[config.mk]
export PLATFORM = sky130hd
export DESIGN_NAME = sha256_block_update
export DESIGN_NICKNAME = d
export VERILOG_FILES = /design/src/rtl/sha_pkg.sv /design/src/rtl/sha256_block_update.sv
export SDC_FILE = /design/constraint.sdc
export NUM_CORES = 2
export LEC_CHECK = 0
export BUFFER_PORTS_ARGS = -buffer_cell sky130_fd_sc_hd__buf_2
export CORE_MARGIN = 2
export CORE_UTILIZATION = 44
export CTS_CLUSTER_SIZE = 40
export DETAILED_ROUTE_END_ITERATION = 7
export PLACE_DENSITY = 0.61
export SLEW_MARGIN = 5
export SYNTH_ARGS = -nofsm -noshare
export SYNTH_HDL_FRONTEND = slang
export SYNTH_SLANG_ARGS = --single-unit
[constraint.sdc]
create_clock -name clock -period 20.3 [get_ports clock]
set_input_delay 4.06 -clock clock [delete_from_list [all_inputs] [get_ports clock]]
set_output_delay 4.06 -clock clock [all_outputs]
set_load 0.01 [all_outputs]
[src/rtl/sha_pkg.sv]
// SHA-256 block update: shared types, constants and round functions.
// Depends on nothing; imported by the top level.
`default_nettype none

package sha_pkg;

   localparam int BLOCK_WORDS  = 16;
   localparam int ROUNDS       = 64;
   localparam int DIGEST_WORDS = 8;

   // Sequencer states
   typedef enum logic [1:0] {
      ST_IDLE,
      ST_ROUND,
      ST_FOLD,
      ST_EMIT
   } state_type;

   typedef logic [31:0] word_type;

   // Standard initial hash value, H0 first
   localparam word_type SHA_IV [DIGEST_WORDS] = '{
      32'h6a09e667, 32'hbb67ae85, 32'h3c6ef372, 32'ha54ff53a,
      32'h510e527f, 32'h9b05688c, 32'h1f83d9ab, 32'h5be0cd19
   };

   function automatic word_type big_sig0(input word_type x);
      return {x[1:0], x[31:2]} ^ {x[12:0], x[31:13]} ^ {x[21:0], x[31:22]};
   endfunction

   function automatic word_type big_sig1(input word_type x);
      return {x[5:0], x[31:6]} ^ {x[10:0], x[31:11]} ^ {x[24:0], x[31:25]};
   endfunction

   function automatic word_type small_sig0(input word_type x);
      return {x[6:0], x[31:7]} ^ {x[17:0], x[31:18]} ^ {3'b000, x[31:3]};
   endfunction

   function automatic word_type small_sig1(input word_type x);
      return {x[16:0], x[31:17]} ^ {x[18:0], x[31:19]} ^ {10'b0, x[31:10]};
   endfunction

   // Round constant table
   function automatic word_type round_const(input logic [5:0] idx);
      word_type k;
      case (idx)
         6'd0:  k = 32'h428a2f98;  6'd1:  k = 32'h71374491;
         6'd2:  k = 32'hb5c0fbcf;  6'd3:  k = 32'he9b5dba5;
         6'd4:  k = 32'h3956c25b;  6'd5:  k = 32'h59f111f1;
         6'd6:  k = 32'h923f82a4;  6'd7:  k = 32'hab1c5ed5;
         6'd8:  k = 32'hd807aa98;  6'd9:  k = 32'h12835b01;
         6'd10: k = 32'h243185be;  6'd11: k = 32'h550c7dc3;
         6'd12: k = 32'h72be5d74;  6'd13: k = 32'h80deb1fe;
         6'd14: k = 32'h9bdc06a7;  6'd15: k = 32'hc19bf174;
         6'd16: k = 32'he49b69c1;  6'd17: k = 32'hefbe4786;
         6'd18: k = 32'h0fc19dc6;  6'd19: k = 32'h240ca1cc;
         6'd20: k = 32'h2de92c6f;  6'd21: k = 32'h4a7484aa;
         6'd22: k = 32'h5cb0a9dc;  6'd23: k = 32'h76f988da;
         6'd24: k = 32'h983e5152;  6'd25: k = 32'ha831c66d;
         6'd26: k = 32'hb00327c8;  6'd27: k = 32'hbf597fc7;
         6'd28: k = 32'hc6e00bf3;  6'd29: k = 32'hd5a79147;
         6'd30: k = 32'h06ca6351;  6'd31: k = 32'h14292967;
         6'd32: k = 32'h27b70a85;  6'd33: k = 32'h2e1b2138;
         6'd34: k = 32'h4d2c6dfc;  6'd35: k = 32'h53380d13;
         6'd36: k = 32'h650a7354;  6'd37: k = 32'h766a0abb;
         6'd38: k = 32'h81c2c92e;  6'd39: k = 32'h92722c85;
         6'd40: k = 32'ha2bfe8a1;  6'd41: k = 32'ha81a664b;
         6'd42: k = 32'hc24b8b70;  6'd43: k = 32'hc76c51a3;
         6'd44: k = 32'hd192e819;  6'd45: k = 32'hd6990624;
         6'd46: k = 32'hf40e3585;  6'd47: k = 32'h106aa070;
         6'd48: k = 32'h19a4c116;  6'd49: k = 32'h1e376c08;
         6'd50: k = 32'h2748774c;  6'd51: k = 32'h34b0bcb5;
         6'd52: k = 32'h391c0cb3;  6'd53: k = 32'h4ed8aa4a;
         6'd54: k = 32'h5b9cca4f;  6'd55: k = 32'h682e6ff3;
         6'd56: k = 32'h748f82ee;  6'd57: k = 32'h78a5636f;
         6'd58: k = 32'h84c87814;  6'd59: k = 32'h8cc70208;
         6'd60: k = 32'h90befffa;  6'd61: k = 32'ha4506ceb;
         6'd62: k = 32'hbef9a3f7;  6'd63: k = 32'hc67178f2;
         default: k = 32'h0;
      endcase
      return k;
   endfunction

endpackage

`default_nettype wire

[src/rtl/sha256_block_update.sv]
// SHA-256 block update: message window, round unit, chaining value, digest output.
// Depends on sha_pkg.
`default_nettype none

// Usage
//   req_ channel: one 32-bit big-endian message word per beat, with restart
//   (reload the initial hash and drop any partial block) and message_end.
//   rsp_ channel: eight digest words, H0 first, word_index 0..7, last_word on 7,
//   sent only when the word that completes a block carries message_end.
// Timing
//   Words 1 to 15 of a block are taken one per cycle. The sixteenth word starts
//   64 rounds on the single round unit (one round and one schedule word
//   per cycle), then the fold state adds the result into the chaining value.
//   Digest words follow from the cycle after the fold, one per rsp beat.
//   req_ready is low from the sixteenth word until the fold is done, and,
//   when a digest is due, until its last word has been taken.
// Reset
//   Synchronous, active high: chaining value back to the initial hash,
//   word and round counters cleared, no digest pending.
// Stalls
//   A stalled rsp beat holds its word; the block waits without losing state.
module sha256_block_update (
   input  wire                   clock,
   input  wire                   reset,
   input  wire                   req_valid,
   output logic                  req_ready,
   input  wire  [31:0]           req_message_word,
   input  wire                   req_restart,
   input  wire                   req_message_end,
   output logic                  rsp_valid,
   input  wire                   rsp_ready,
   output logic [31:0]           rsp_digest_word,
   output logic [2:0]            rsp_word_index,
   output logic                  rsp_last_word
);
   import sha_pkg::*;

   localparam logic [3:0] CNT_LAST = 4'(BLOCK_WORDS - 1);
   localparam logic [5:0] RND_LAST = 6'(ROUNDS - 1);
   localparam logic [2:0] IDX_LAST = 3'(DIGEST_WORDS - 1);

   state_type state_ff, state_in;

   word_type   win_ff   [BLOCK_WORDS];
   word_type   win_in   [BLOCK_WORDS];
   word_type   work_ff  [DIGEST_WORDS];
   word_type   work_in  [DIGEST_WORDS];
   word_type   chain_ff [DIGEST_WORDS];
   word_type   chain_in [DIGEST_WORDS];
   logic [3:0] cnt_ff, cnt_in;
   logic [5:0] rnd_ff, rnd_in;
   logic [2:0] idx_ff, idx_in;
   logic       end_ff, end_in;

   logic       req_beat;
   logic       rsp_beat;
   logic [3:0] cnt_base;
   logic       block_full;
   word_type   t1, t2, w_next;

   assign req_beat   = req_valid & req_ready;
   assign rsp_beat   = rsp_valid & rsp_ready;
   assign cnt_base   = req_restart ? 4'd0 : cnt_ff;
   assign block_full = (cnt_base == CNT_LAST);

   // Round unit and schedule extension, shared by all 64 rounds
   assign t1 = work_ff[7] + big_sig1(work_ff[4])
             + ((work_ff[4] & work_ff[5]) ^ (~work_ff[4] & work_ff[6]))
             + round_const(rnd_ff) + win_ff[0];
   assign t2 = big_sig0(work_ff[0])
             + ((work_ff[0] & work_ff[1]) ^ (work_ff[0] & work_ff[2])
                ^ (work_ff[1] & work_ff[2]));
   assign w_next = win_ff[0] + small_sig0(win_ff[1]) + win_ff[9] + small_sig1(win_ff[14]);

   // Next state
   always_comb begin
      state_in = state_ff;
      unique case (state_ff)
         ST_IDLE:  if (req_beat && block_full) state_in = ST_ROUND;
         ST_ROUND: if (rnd_ff == RND_LAST) state_in = ST_FOLD;
         ST_FOLD:  state_in = end_ff ? ST_EMIT : ST_IDLE;
         ST_EMIT:  if (rsp_beat && idx_ff == IDX_LAST) state_in = ST_IDLE;
         default:  state_in = ST_IDLE;
      endcase
   end

   // Handshake outputs
   always_comb begin
      req_ready = 1'b0;
      rsp_valid = 1'b0;
      unique case (state_ff)
         ST_IDLE:  req_ready = 1'b1;
         ST_EMIT:  rsp_valid = 1'b1;
         default: begin
            req_ready = 1'b0;
            rsp_valid = 1'b0;
         end
      endcase
   end

   assign rsp_digest_word = chain_ff[0];
   assign rsp_word_index  = idx_ff;
   assign rsp_last_word   = (idx_ff == IDX_LAST);

   // Datapath next values
   always_comb begin
      win_in   = win_ff;
      work_in  = work_ff;
      chain_in = chain_ff;
      cnt_in   = cnt_ff;
      rnd_in   = rnd_ff;
      idx_in   = idx_ff;
      end_in   = end_ff;
      unique case (state_ff)
         ST_IDLE: begin
            if (req_beat) begin
               // shift the word into the window; reload the hash on restart
               for (int i = 0; i < BLOCK_WORDS - 1; i++) win_in[i] = win_ff[i + 1];
               win_in[BLOCK_WORDS - 1] = req_message_word;
               if (req_restart) chain_in = SHA_IV;
               cnt_in = cnt_base + 4'd1;
               end_in = req_message_end;
               rnd_in = 6'd0;
               idx_in = 3'd0;
               work_in = chain_ff;
            end
         end
         ST_ROUND: begin
            // advance one round and one schedule word
            for (int i = 0; i < BLOCK_WORDS - 1; i++) win_in[i] = win_ff[i + 1];
            win_in[BLOCK_WORDS - 1] = w_next;
            work_in[7] = work_ff[6];
            work_in[6] = work_ff[5];
            work_in[5] = work_ff[4];
            work_in[4] = work_ff[3] + t1;
            work_in[3] = work_ff[2];
            work_in[2] = work_ff[1];
            work_in[1] = work_ff[0];
            work_in[0] = t1 + t2;
            rnd_in = rnd_ff + 6'd1;
         end
         ST_FOLD: begin
            for (int i = 0; i < DIGEST_WORDS; i++) chain_in[i] = chain_ff[i] + work_ff[i];
         end
         ST_EMIT: begin
            // rotate the chaining value; eight beats bring it back in place
            if (rsp_beat) begin
               for (int i = 0; i < DIGEST_WORDS - 1; i++) chain_in[i] = chain_ff[i + 1];
               chain_in[DIGEST_WORDS - 1] = chain_ff[0];
               idx_in = idx_ff + 3'd1;
            end
         end
         default: begin
            cnt_in = cnt_ff;
         end
      endcase
   end

   // Control and chaining registers
   always_ff @(posedge clock) begin
      if (reset) begin
         state_ff <= ST_IDLE;
         cnt_ff   <= 4'd0;
         rnd_ff   <= 6'd0;
         idx_ff   <= 3'd0;
         end_ff   <= 1'b0;
         chain_ff <= SHA_IV;
      end else begin
         state_ff <= state_in;
         cnt_ff   <= cnt_in;
         rnd_ff   <= rnd_in;
         idx_ff   <= idx_in;
         end_ff   <= end_in;
         chain_ff <= chain_in;
      end
   end

   // Window and working variables
   always_ff @(posedge clock) begin
      win_ff  <= win_in;
      work_ff <= work_in;
   end

endmodule

`default_nettype wire

; Yosys cells after proc, flatten, opt, wreduce, memory -nomap -nowiden
; Memory sizes are Yosys's and may differ from the RTL's. A register that Yosys moved wholly into a read port is not among the register bits.
; Cells that the tools add are included.
; W data, S select, Z words.
[word_totals]
romBits = 2048
n_memories = 1
mem_bits_rw = 0
wordCells = 124
latchBits = 0
output_inout_bits = 38
regBits = 1040
[memory_table]
columns = memory, words, word_bits, read_ports, rd_clocked_by_memory_dff, wr, line_no
row1 = (no name shown), 64, 32, 1, 1, 0, sha_pkg.sv:46  ; case (idx)
[classes]
mux = 23
reduce_logical = 11
multipliers = 0
eq_ne = 12
shift = 0
order_cmp = 0
n_div = 0
add_sub_neg = 21
bitwise_logic = 19
[ops]
columns = cell, n
row1 = $mux W256, 4
row2 = $pmux W512 S2, 1
row3 = $pmux W256 S3, 1
row4 = $add A32 B32 Y32, 18
row5 = $mux W512, 1
row6 = $pmux W256 S2, 1
row7 = $xor A32 B32 Y32, 9
row8 = $and A32 B32 Y32, 5
row9 = $not A32 Y32, 1
row10 = $xor A32 B22 Y32, 1
row11 = $xor A32 B29 Y32, 1
row12 = $mux W6, 3
row13 = $ne A2 B2 Y1 const B, 6
row14 = $pmux W6 S2, 1
row15 = $mux W2, 4
row16 = $pmux W2 S4, 1
row17 = $add A6 B1 Y6 const B, 1
row18 = $eq A6 B6 Y1 const B, 1
row19 = $mux W3, 2
row20 = $pmux W3 S2, 1
row21 = $reduce_and A3 Y1, 2
row22 = $add A4 B1 Y4 const B, 1
row23 = $eq A2 B2 Y1 const B, 2
row24 = $eq A4 B4 Y1 const B, 1
row25 = 12 further kinds, 17

; Depth between registers and ports, before layout
[depth]
depth_word = 8
depth_mapped = 35
depth_no_buf = 34

; Least setup slack after synthesis
; Ideal clock, no wire load.
[synth_timing]
kind = input to register
start = input port req_valid
end = register win_ff[0] (netlist bit) (enable)
setup_ns = 1.108
path_stages = 3
slack_ns = -0.092
path_buffers = 0
arrival_time_ns = 19.284
required_time_ns = 19.192
cell_sequence = nor3b_2 nor2_1 inv_1
[synth_via]
elab_chain_len = 3
[synth_rtl]
columns = item, line_no
row1 = start: declaration, sha256_block_update.sv:25  ; input wire req_valid,
row2 = $and A1 B1 Y1, sha256_block_update.sv:61  ; assign req_beat = req_valid & req_ready;
row3 = $ne A2 B2 Y1 (no source line), --
row4 = $reduce_and A2 Y1 (no source line), --
row5 = end signal: assignment, sha256_block_update.sv:180  ; win_ff <= win_in;
row6 = end: declaration, sha256_block_update.sv:44  ; word_type win_ff [BLOCK_WORDS];
; No other way between the ends.
; A chain may end at the register's enable or synchronous reset.

==> flow_summary.ini <==
[cts]
postCtsSetupRepairBufs = 0
clock-sinks = 1072
hold_buffers = 0
htreeDepth = 3
clk_latency_ns = 0.80
cts_buffers = 119
cts.reportedPaths.clkPinSlew_ns = 0.06
cts_tree = built
clock_path_buffers = 3
cts_root_buf = clkbuf_16
ctsResizeCount = 0

[synth]
synthFlopType = edfxtp_1
synth_area_per_cell_sq_um = 9.773
synth_area_sq_um = 66860
postSynth.asyncResetShare_pct = 0
synth_edf_count = 768
yosysSeqAreaShare_pct = 43.60
syn_nets = 7466
synth_warnings = 0
synth_cell_types = 96
synth-seq-cells = 1072
synth_top_area_share_pct = 34.49
synth_top_area_cell = edfxtp_1
syn_inst = 6841
ys_top_cells_by_area = edfxtp_1 34%, dfxtp_1 9.1%, ha_1 7.3%

[critical_path]
worst-path-buf-inv = 3
reg2reg_from = work_ff[122]
endpoint_kind = flip-flop
worst_setup_path_start_kind = flip-flop
cp_top_family = compound AO/OA/AOI/OAI gates
reg2reg_to = work_ff[253]
critical_path_class = reg2reg
worstPathArrival_ns = 9.17
critical_path.endpoint = work_ff[253]
critPathSlowestCell = edfxtp_1
reg2reg_slack_ns = 11.64
cp.required_ns = 20.81
worstPathMaxFanout = 6
crit_path_start = work_ff[122]
rr_worst_depth = 32
crit_cells = 32
slowest_delay_ns = 0.64

[timing]
rsz0062_at_grt = no
final.setup.tns_ns = 0
fin_crit_ns = 8.665
hold_violations = 0
drv_slew = 0
relSlewSlack_pct = 26.00
setup_viol = 0
clock.fmax_mhz = 115.4
fin_crit_sh_pct = 42.68
worstMarginPinSlew_ns = 1.082
clock_skew_ns = 0.09237

[global_routing]
grt-ovfl-total = 0
grt_pass1_wl_mm = 328.8
grt.total_usage_pct = 28.22
antenna_found_initial = 2
first_global_vias = 49920
grt_max_degree = 178

[place]
dp.cells = 8640
port_buffers = 75
place.gp.congestion = 0.9619
place_area_sq_um = 68910
hpwlAfterDp_mm = 160.2

[routing]
drt-vias-per-instance = 5.875
wl_mm = 224.2
dr_total_vias = 52100
ant_nets = 0
wl_per_cell_um = 25.29
first_iter_violations = 5634
dr.pass1.iters = 8
drc = 0

[floorplan]
core_area_sq_um = 151400
die_area_sq_um = 155100
die_w_um = 393.8
dieHeight_um = 393.8
rows = 143
floorplan.initialDensity_pct = 44.17
ios = 76

[layout]
fin_area_sq_um = 73020
syn_to_final_growth_pct = 9.220
fin_nets = 7356
layout_commonest_cell = nand2_1
drive_gt1_share_pct = 6.581
antennaDiodeCount = 0
final_cell_mix = 1076 x nand2_1, 768 x edfxtp_1, 485 x inv_1
final_cells = 8868

[power_and_ir_drop]
p_int_mw = 5.041
ir_worst_vdd_uv = 93.48
p_switching_mw = 2.922
power.density_nw_per_um2 = 109.0
power.leakage_nw = 29.29
power.share.clock_pct = 28.5
power_switching_share_pct = 36.69
power.share.sequential_pct = 31.5
power_frac_comb_pct = 40.0

[run]
cap_violations = 0

[status]
outcome = finished clean

[min_path]
min_path_type = reg2reg
==> Yosys cell counts (19+ instances only) <==
cell type and n:
a211oi_1 54, a21o_1 246, a21oi_1 408, a221oi_1 37, a222oi_1 19, a22oi_1 54
a311oi_1 19, a31oi_1 58, and3_1 38, buf_1 30, buf_4 32, clkbuf_1 297
dfxtp_1 304, edfxtp_1 768, fa_1 195, ha_1 392, inv_1 488, mux2_2 42
mux2i_1 26, nand2_1 1080, nand2b_1 48, nand3_1 96, nand4_1 25, nor2_1 345
nor2b_1 43, nor3_1 74, o211ai_1 40, o21a_1 41, o21ai_0 435, o21ai_1 35
o21bai_1 47, o221ai_1 19, o22ai_1 96, o31ai_1 26, or3_1 26, xnor2_1 335
xor2_1 252
==> cells by family after synthesis <==
kind of cell	share of synthesized area, %
xor+xnor	7.690
flops	43.60
mux	1.147
simple gates	11.68
compound gates	17.58
fa+ha+maj	13.20
buf+inv	5.098
==> registers in the layout, indices dropped and copies added (netlist names), named ones only <==
| register | cells |
|---|---|
| cnt_ff | 4 |
| state_ff | 2 |
| rsp_word_index | 3 |
| rnd_ff | 6 |
| rsp_digest_word | 32 |
| win_ff | 512 |
| end_ff | 1 |
| work_ff | 256 |
| chain_ff | 224 |
==> power by group through the flow <==
stage          registers [mW]  clock network [mW]  logic, mW
6_report                 2.51                2.27       3.18
3_3_place_gp             2.55                   0       3.10
4_1_cts                  2.51                2.31       3.14
2_1_floorplan            2.54                   0       2.39
3_5_place_dp             2.56                   0       3.11
5_1_grt                  2.52                2.39       3.52
==> metal layers <==
| layer | GRT usage (%) | vias up | wire [um] |
|---|---|---|---|
| met5 | 0 | - | 10 |
| met3 | 3.968 | 408 | 16250 |
| met4 | 10.30 | 2 | 8818 |
| met2 | 42.86 | 2057 | 98060 |
| met1 | 40.96 | 25680 | 101100 |
| li1 | - | 23950 | - |
==> area by class of cell <==
| cell class | instances | area (sq um) |
|---|---|---|
| well taps | 2030 | 2540 |
| fillers | 14300 | 78350 |
| repair buffers | 146 | 977.2 |
| clock buffers | 167 | 3338 |
| inverters | 493 | 1857 |
| clock inverters | 61 | 772.0 |
| flip-flops and latches | 1072 | 29150 |
| multi-input cells | 4899 | 34390 |
==> worst min-delay path by stage <==
| stage | endpoint | start | depth (start not counted) | slack, ns |
|---|---|---|---|---|
| 2_1_floorplan | win_ff[100] | win_ff[68] | 0 | 0.40 |
| 3_3_place_gp | win_ff[52] | win_ff[20] | 0 | 0.40 |
| 3_5_place_dp | win_ff[122] | win_ff[90] | 0 | 0.40 |
| 4_1_cts | win_ff[420] | win_ff[388] | 0 | 0.35 |
| 5_1_grt | win_ff[368] | win_ff[336] | 0 | 0.35 |
| 6_report | win_ff[420] | win_ff[388] | 0 | 0.35 |
==> stage by stage <==
step | worst slack, ns | utilization [%] | power (mW) | hold WS (ns)
3_5_place_dp | 11.21 | 45.53 | 5.670 | 0.4045
3_3_place_gp | 11.32 | 45.53 | 5.655 | 0.4002
6_report | 11.64 | 48.24 | 7.962 | 0.3486
5_1_grt | 11.21 | 48.24 | 8.425 | 0.3543
4_1_cts | 11.76 | 48.24 | 7.958 | 0.3487
2_1_floorplan | 3.783 | - | 4.932 | 0.4003
==> worst register-to-register path: cells and delay by family (launching register included) <==
family                   cells  cell delay (ns)
AO/OA/AOI/OAI               13             3.11
XOR/XNOR                     4             1.12
adder cells (fa/ha/maj)      6             2.63
buffers and inverters        3             0.22
flip-flops                   1             0.64
AND/OR/NAND/NOR              6             0.62
No activity file was read; power rests on OpenSTA's default activity.
